<file path="src/design/tli_pkg.sv">
// shared constants for the table linear interpolation block
`default_nettype none

package tli_pkg;

   localparam int TABLE_DEPTH = 16;
   localparam int IDX_W       = $clog2(TABLE_DEPTH);
   localparam int CNT_W       = $clog2(TABLE_DEPTH + 1);
   localparam int KEY_W       = 16;
   localparam int VAL_W       = 16;
   localparam int ENTRY_W     = KEY_W + VAL_W;
   localparam int PROD_W      = KEY_W + VAL_W;

   localparam logic ACT_WRITE = 1'b0;
   localparam logic ACT_QUERY = 1'b1;

endpackage : tli_pkg

`default_nettype wire

</file>
<file path="src/design/tli_table_ram.sv">
// single port write, single port read table memory with registered read data
`default_nettype none

module tli_table_ram #(
   parameter int DEPTH = 16,
   parameter int WIDTH = 32
) (
   input  wire logic                     clock,
   input  wire logic                     wr_en,
   input  wire logic [$clog2(DEPTH)-1:0] wr_addr,
   input  wire logic [WIDTH-1:0]         wr_data,
   input  wire logic [$clog2(DEPTH)-1:0] rd_addr,
   output logic      [WIDTH-1:0]         rd_data
);

   logic [WIDTH-1:0] mem [DEPTH];

   always_ff @(posedge clock) begin
      if (wr_en) begin
         mem[wr_addr] <= wr_data;
      end
   end

   always_ff @(posedge clock) begin
      rd_data <= mem[rd_addr];
   end

endmodule : tli_table_ram

`default_nettype wire

</file>
<file path="src/design/tli_divider.sv">
// radix-2 restoring divider, quotient known to fit the value width
`default_nettype none

module tli_divider
   import tli_pkg::*;
(
   input  wire logic              clock,
   input  wire logic              reset,
   input  wire logic              start,
   input  wire logic [PROD_W-1:0] dividend,
   input  wire logic [KEY_W-1:0]  divisor,
   output logic                   done,
   output logic      [VAL_W-1:0]  quotient
);

   localparam int STEP_W = $clog2(VAL_W);

   logic [KEY_W-1:0]  rem_ff,  rem_in;
   logic [VAL_W-1:0]  quo_ff,  quo_in;
   logic [KEY_W-1:0]  dsr_ff;
   logic [STEP_W-1:0] step_ff, step_in;
   logic              active_ff, active_in;
   logic              done_ff,   done_in;
   logic [KEY_W:0]    trial;

   // dividend high half is below the divisor, so one bit per step suffices
   assign trial = {rem_ff, quo_ff[VAL_W-1]};

   always_comb begin
      rem_in    = rem_ff;
      quo_in    = quo_ff;
      step_in   = step_ff;
      active_in = active_ff;
      done_in   = 1'b0;
      if (start) begin
         rem_in    = dividend[PROD_W-1:VAL_W];
         quo_in    = dividend[VAL_W-1:0];
         step_in   = '0;
         active_in = 1'b1;
      end else if (active_ff) begin
         if (trial >= {1'b0, dsr_ff}) begin
            rem_in = KEY_W'(trial - {1'b0, dsr_ff});
            quo_in = {quo_ff[VAL_W-2:0], 1'b1};
         end else begin
            rem_in = trial[KEY_W-1:0];
            quo_in = {quo_ff[VAL_W-2:0], 1'b0};
         end
         step_in = step_ff + STEP_W'(1);
         if (step_ff == STEP_W'(VAL_W - 1)) begin
            active_in = 1'b0;
            done_in   = 1'b1;
         end
      end
   end

   always_ff @(posedge clock) begin
      if (reset) begin
         active_ff <= 1'b0;
         done_ff   <= 1'b0;
         step_ff   <= '0;
      end else begin
         active_ff <= active_in;
         done_ff   <= done_in;
         step_ff   <= step_in;
      end
   end

   always_ff @(posedge clock) begin
      rem_ff <= rem_in;
      quo_ff <= quo_in;
      if (start) begin
         dsr_ff <= divisor;
      end
   end

   assign done     = done_ff;
   assign quotient = quo_ff;

endmodule : tli_divider

`default_nettype wire

</file>
<file path="src/design/table_linear_interpolation.sv">
// top level: piecewise linear lookup table with sequential scan and divider
//
//   channel   ports                          handshake
//   -------   ----------------------------   ----------------------------------
//   request   start, busy, req_*             beat taken when start & !busy
//   response  rsp_valid, rsp_*               one-cycle strobe, cannot be held off
//   csr       csr_valid, csr_ready, csr_*    beat taken when csr_valid & csr_ready
//
// a write beat is taken with busy staying low; the entry is in memory
// for the very next beat. a query clamps to the first entry or else to
// the last in-use one, and otherwise scans for its segment, multiplies
// and divides; its cost is set by the linear scan over the table memory
// (one entry per cycle, registered read) and the 16-step divider.
// synchronous reset clears the control state and sets the entry count to 1;
// the table memory itself is not cleared. the receiver cannot stall.
`default_nettype none

module table_linear_interpolation
   import tli_pkg::*;
(
   input  wire logic             clock,
   input  wire logic             reset,
   // request channel
   input  wire logic             start,
   output logic                  busy,
   input  wire logic             req_action,
   input  wire logic [IDX_W-1:0] req_entry_index,
   input  wire logic [KEY_W-1:0] req_entry_key,
   input  wire logic [VAL_W-1:0] req_entry_value,
   input  wire logic [KEY_W-1:0] req_query_key,
   // response channel
   output logic                  rsp_valid,
   output logic      [VAL_W-1:0] rsp_interpolated_value,
   // configuration channel
   input  wire logic             csr_valid,
   output logic                  csr_ready,
   input  wire logic [CNT_W-1:0] csr_entries_in_use
);

   typedef enum logic [2:0] {
      ST_IDLE,
      ST_FIRST,
      ST_LAST,
      ST_SCAN,
      ST_MUL,
      ST_DIVGO,
      ST_DIVWAIT
   } state_type;

   state_type state_ff, state_in;

   // configuration: last in-use index, precomputed at the write
   logic [IDX_W-1:0] last_idx_ff, last_idx_in;

   // query context
   logic [KEY_W-1:0]  query_ff;
   logic [IDX_W-1:0]  scan_idx_ff, scan_idx_in;
   logic [KEY_W-1:0]  lo_key_ff, lo_key_in;
   logic [VAL_W-1:0]  lo_val_ff, lo_val_in;
   logic [KEY_W-1:0]  hi_key_ff, hi_key_in;
   logic [VAL_W-1:0]  hi_val_ff, hi_val_in;
   logic [PROD_W-1:0] prod_ff;
   logic [KEY_W-1:0]  span_ff;
   logic              neg_ff;

   // registered response
   logic             rsp_valid_ff, rsp_valid_in;
   logic [VAL_W-1:0] rsp_value_ff, rsp_value_in;

   // memory ports
   logic               accept;
   logic               wr_en;
   logic [IDX_W-1:0]   rd_addr;
   logic [ENTRY_W-1:0] rd_data;
   logic [KEY_W-1:0]   rd_key;
   logic [VAL_W-1:0]   rd_val;

   // datapath
   logic [KEY_W-1:0] span;
   logic [KEY_W-1:0] offset;
   logic [VAL_W-1:0] mag;
   logic             div_start;
   logic             div_done;
   logic [VAL_W-1:0] quotient;

   assign accept    = start && !busy;
   assign busy      = (state_ff != ST_IDLE);
   assign csr_ready = 1'b1;

   // writes go straight into memory on the accepting edge
   assign wr_en = accept && (req_action == ACT_WRITE)
                  && ({1'b0, req_entry_index} < CNT_W'(TABLE_DEPTH));

   assign rd_key = rd_data[ENTRY_W-1:VAL_W];
   assign rd_val = rd_data[VAL_W-1:0];

   // entry count: zero acts as one, saturate at the table depth
   always_comb begin
      last_idx_in = last_idx_ff;
      if (csr_valid && csr_ready) begin
         if (csr_entries_in_use == '0) begin
            last_idx_in = '0;
         end else if (csr_entries_in_use > CNT_W'(TABLE_DEPTH)) begin
            last_idx_in = IDX_W'(TABLE_DEPTH - 1);
         end else begin
            last_idx_in = IDX_W'(csr_entries_in_use - CNT_W'(1));
         end
      end
   end

   // read address for the entry examined in the following cycle
   always_comb begin
      case (state_ff)
         ST_FIRST: rd_addr = last_idx_ff;
         ST_LAST:  rd_addr = IDX_W'(1);
         ST_SCAN:  rd_addr = scan_idx_ff + IDX_W'(1);
         default:  rd_addr = '0;
      endcase
   end

   // segment geometry, valid in ST_MUL
   assign span   = hi_key_ff - lo_key_ff;
   assign offset = query_ff - lo_key_ff;
   assign mag    = (hi_val_ff >= lo_val_ff) ? (hi_val_ff - lo_val_ff)
                                            : (lo_val_ff - hi_val_ff);

   assign div_start = (state_ff == ST_DIVGO);

   always_comb begin
      state_in     = state_ff;
      scan_idx_in  = scan_idx_ff;
      lo_key_in    = lo_key_ff;
      lo_val_in    = lo_val_ff;
      hi_key_in    = hi_key_ff;
      hi_val_in    = hi_val_ff;
      rsp_valid_in = 1'b0;
      rsp_value_in = rsp_value_ff;
      unique case (state_ff)
         ST_IDLE: begin
            if (accept && (req_action == ACT_QUERY)) begin
               state_in = ST_FIRST;
            end
         end
         ST_FIRST: begin
            // clamp at or below the first key
            if (query_ff <= rd_key) begin
               rsp_valid_in = 1'b1;
               rsp_value_in = rd_val;
               state_in     = ST_IDLE;
            end else begin
               lo_key_in = rd_key;
               lo_val_in = rd_val;
               state_in  = ST_LAST;
            end
         end
         ST_LAST: begin
            // clamp at or above the last in-use key
            if (query_ff >= rd_key) begin
               rsp_valid_in = 1'b1;
               rsp_value_in = rd_val;
               state_in     = ST_IDLE;
            end else begin
               scan_idx_in = IDX_W'(1);
               state_in    = ST_SCAN;
            end
         end
         ST_SCAN: begin
            // first key at or above the query closes the segment
            if (query_ff <= rd_key) begin
               hi_key_in = rd_key;
               hi_val_in = rd_val;
               state_in  = ST_MUL;
            end else begin
               lo_key_in   = rd_key;
               lo_val_in   = rd_val;
               scan_idx_in = scan_idx_ff + IDX_W'(1);
            end
         end
         ST_MUL: begin
            state_in = ST_DIVGO;
         end
         ST_DIVGO: begin
            state_in = ST_DIVWAIT;
         end
         ST_DIVWAIT: begin
            if (div_done) begin
               rsp_valid_in = 1'b1;
               rsp_value_in = neg_ff ? (lo_val_ff - quotient) : (lo_val_ff + quotient);
               state_in     = ST_IDLE;
            end
         end
         default: begin
            state_in = ST_IDLE;
         end
      endcase
   end

   always_ff @(posedge clock) begin
      if (reset) begin
         state_ff     <= ST_IDLE;
         last_idx_ff  <= '0;
         rsp_valid_ff <= 1'b0;
      end else begin
         state_ff     <= state_in;
         last_idx_ff  <= last_idx_in;
         rsp_valid_ff <= rsp_valid_in;
      end
   end

   // payload registers
   always_ff @(posedge clock) begin
      scan_idx_ff  <= scan_idx_in;
      lo_key_ff    <= lo_key_in;
      lo_val_ff    <= lo_val_in;
      hi_key_ff    <= hi_key_in;
      hi_val_ff    <= hi_val_in;
      rsp_value_ff <= rsp_value_in;
      if (accept) begin
         query_ff <= req_query_key;
      end
      if (state_ff == ST_MUL) begin
         prod_ff <= PROD_W'(offset * mag);
         span_ff <= span;
         neg_ff  <= (hi_val_ff < lo_val_ff);
      end
   end

   assign rsp_valid              = rsp_valid_ff;
   assign rsp_interpolated_value = rsp_value_ff;

   tli_table_ram #(
      .DEPTH (TABLE_DEPTH),
      .WIDTH (ENTRY_W)
   ) u_table_ram (
      .clock   (clock),
      .wr_en   (wr_en),
      .wr_addr (req_entry_index),
      .wr_data ({req_entry_key, req_entry_value}),
      .rd_addr (rd_addr),
      .rd_data (rd_data)
   );

   tli_divider u_divider (
      .clock    (clock),
      .reset    (reset),
      .start    (div_start),
      .dividend (prod_ff),
      .divisor  (span_ff),
      .done     (div_done),
      .quotient (quotient)
   );

endmodule : table_linear_interpolation

`default_nettype wire

</file>
<file path="config.mk">
export PLATFORM = sky130hd
export DESIGN_NAME = table_linear_interpolation
export DESIGN_NICKNAME = d
export VERILOG_FILES = /design/src/design/tli_pkg.sv /design/src/design/tli_table_ram.sv /design/src/design/tli_divider.sv /design/src/design/table_linear_interpolation.sv
export SDC_FILE = /design/constraint.sdc
export NUM_CORES = 2
export LEC_CHECK = 0
export BUFFER_PORTS_ARGS = -buffer_cell sky130_fd_sc_hd__buf_2
export CAP_MARGIN = 25
export CORE_MARGIN = 2
export CORE_UTILIZATION = 60
export DETAILED_ROUTE_END_ITERATION = 10
export PLACE_DENSITY = 0.79
export SYNTH_ARGS = -nofsm -noshare
export SYNTH_HDL_FRONTEND = slang
export SYNTH_SLANG_ARGS = --single-unit
</file>
<file path="constraint.sdc">
create_clock -name clock -period 18.3 [get_ports clock]
set_clock_uncertainty 0.1 [all_clocks]
set_input_delay 3.66 -clock clock [delete_from_list [all_inputs] [get_ports clock]]
set_output_delay 3.66 -clock clock [all_outputs]
set_load 0.03 [all_outputs]
</file>
==> results.toml <==
[status]
outcome = "complete, no violations"

[cts]
postCtsHoldBufs = 0
ctsResizeCount = 0
post_cts_buffers = 0
clock_sink_count = 755
cts-root-buf = "clkbuf_16"
cts_tree = "built"
cts.path.max_buffers = 3
insertion_delay_ns = 0.66
cts_buffers = 78
clk_pin_slew_ns = 0.06
htreeDepth = 3

[floorplan]
die_area_um2 = 70200
io_pins = 81
fp-row-count = 95
die_w_um = 265
die_y_um = 265
start_util_pct = 60.7
core-area_um2 = 67300

[logic_synthesis]
synth_top_cells_by_area = "edfxtp_1, fa_1, ha_1, nand2_1, inv_1"
syn_avg_cell_area_um2 = 12.0
synth_top_area_share_pct = 52.1
synth_top_cell_by_area = "edfxtp_1"
synthFlopType = "edfxtp_1"
synth_sequential_area_ratio_pct = 54.4
syn_inst = 3407
synth-edff-count = 709
ys_types = 83
async_reset_ff_share_pct = 0
synth-seq-cells = 755
syn-num-nets = 3885
synth_area_um2 = 40900
yosys_warnings = 0

[sta]
period_minus_slack_ns = 9.54
worst_slew_pin_slew_ns = 1.10
timing.setup.tns_ns = 0
rsz0062_at_grt = "false"
hold_violations = 0
max_freq_ghz = 0.105
finalCritPeriodShare_pct = 52.1
slew_headroom_pct = 26.5
slew_viol_final = 0
fin_ws_ns = 8.76
setup_violations = 0

[drt]
postRouteWirelength_um = 97600
num_vias = 27141
firstDrtPassIters = 6
drtIter0Drc = 2851
wl_per_cell_um = 22.1
vias_per_cell = 6.14
final_antenna_net_count = 0
drc_errors = 0

[critical_path]
r2r_start = "lo_val_ff[1]$_DFFE_PP_"
crit_path_end_kind = "flip-flop"
start_kind = "flip-flop"
arrival_ns = 9.82
slowest_delay_ns = 0.70
slowest_stage = "xnor2_2"
cp_common_cell = "fa_1"
setup.worst_path.start = "lo_val_ff[1]$_DFFE_PP_"
cp.required_ns = 18.59
path_class = "flip-flop to flip-flop"
worstPathMaxFanout = 22

[min_path]
min_path_type = "flip-flop to flip-flop"
hold_start = "span_ff[10]$_DFFE_PP_"

[layout]
seqCellArea_um2 = 22200
final_common_cell = "edfxtp_1"
fin_nets = 3955
final_cell_mix = "edfxtp_1, nand2_1, inv_1, ha_1, fa_1"
drive_gt1_share_pct = 9.46
multi_input_area_um2 = 16900
syn2layout_area_growth_pct = 10.1
fillers = 4676

[run]
maxCapViolations = 0

[placement]
port_buffers = 79
pre_cts_ws_ns = 8.93
hpwl_um = 61900
gp_congestion = 0.934

[grt]
first_global_vias = 27267
grt_overflow = 0
grt_start_max_net_pins = 81
antenna_found_initial = 9
grt_pass1_wl_um = 150000
grt.total_usage_pct = 27.7
state kept, by name, summed over array words and instances, names as in the netlist, 16 cells and up:
register	flops
hi_val_ff	16
rsp_interpolated_value	16
lo_key_ff	16
lo_val_ff	16
span_ff	16
u_divider.quotient	16
u_table_ram.rd_data	32
u_divider.rem_ff	16
prod_ff	32
hi_key_ff	16
u_divider.dsr_ff	16
query_ff	16
u_table_ram.mem	512
critical path: cells and delay by family, from the launching register on:
| family | cells | cell delay (ns) |
|---|---|---|
| xor gates and xnor gates | 2 | 0.83 |
| adders and majority gates | 8 | 3.84 |
| buffers and inverters | 6 | 0.38 |
| DFF | 1 | 0.48 |
| muxes | 1 | 0.41 |
| AOI/OAI and AO/OA | 10 | 2.24 |
| and+or+nand+nor | 3 | 0.99 |
stage by stage:
step | cells | hold slack (ns) | instance area [um^2] | util, %
3_5_place_dp | 4266 | 0.306 | 42300 | 62.8
5_1_grt | 4414 | 0.328 | 45000 | 66.9
6_report | 4417 | 0.318 | 45000 | 66.9
2_1_floorplan | 3407 | 0.300 | 40900 | -
3_3_place_gp | 4266 | 0.303 | 42300 | 62.8
4_1_cts | 4409 | 0.320 | 44900 | 66.7
logic make-up after synthesis:
family / after synthesis / synth area share (%)
multiplexers: 30 / 0.756
buffers and inverters: 484 / 4.71
adder cells (fa/ha/maj): 417 / 16.4
other: 1 / 0.00918
AND/OR/NAND/NOR: 899 / 9.56
flip-flops: 755 / 54.4
XOR/XNOR: 134 / 3.10
AO/OA/AOI/OAI: 687 / 11.1
routing by layer:
| metal | vias to the layer above | global-route usage [%] | wire length (um) |
|---|---|---|---|
| li1 | 12258 | - | - |
| met1 | 13328 | 37.1 | 38500 |
| met2 | 1334 | 45.8 | 47100 |
| met3 | 213 | 5.44 | 9220 |
| met4 | 8 | 9.70 | 2700 |
| met5 | - | 0 | 48 |
area by class of cell:
type / count / area share (%)
clock inverter: 40 / 1.09
multi-input combinational: 2168 / 37.6
clock buffer: 103 / 4.77
tap: 873 / 2.43
sequential: 755 / 49.4
timing repair buffer: 131 / 1.88
inverter: 343 / 2.86
antenna: 4 / 0.0222
path summary, 6_finish.rpt:
path | to | slack [ns] | depth (start not counted)
min | u_divider.dsr_ff[10]$_DFFE_PP_ | 0.32 | 0
max reg2reg | prod_ff[25]$_DFFE_PP_ | 8.76 | 30
max | prod_ff[25]$_DFFE_PP_ | 8.76 | 30
min reg2reg | u_divider.dsr_ff[10]$_DFFE_PP_ | 0.32 | 0
Yosys cell counts (33+ instances only):
master / instances
nor2_1: 213
inv_1: 341
ha_1: 216
o22ai_1: 130
a311oi_1: 65
dfxtp_1: 46
xnor2_1: 90
nor3_1: 34
a21oi_1: 175
a31oi_1: 73
nand2b_1: 39
a21o_1: 41
o21ai_0: 64
fa_1: 200
clkbuf_1: 102
nand2_1: 458
a211oi_1: 41
edfxtp_1: 709
xor2_1: 33
Power is not shown: default switching activity piles up to over one toggle a cycle in this logic, so the estimate is an artifact.
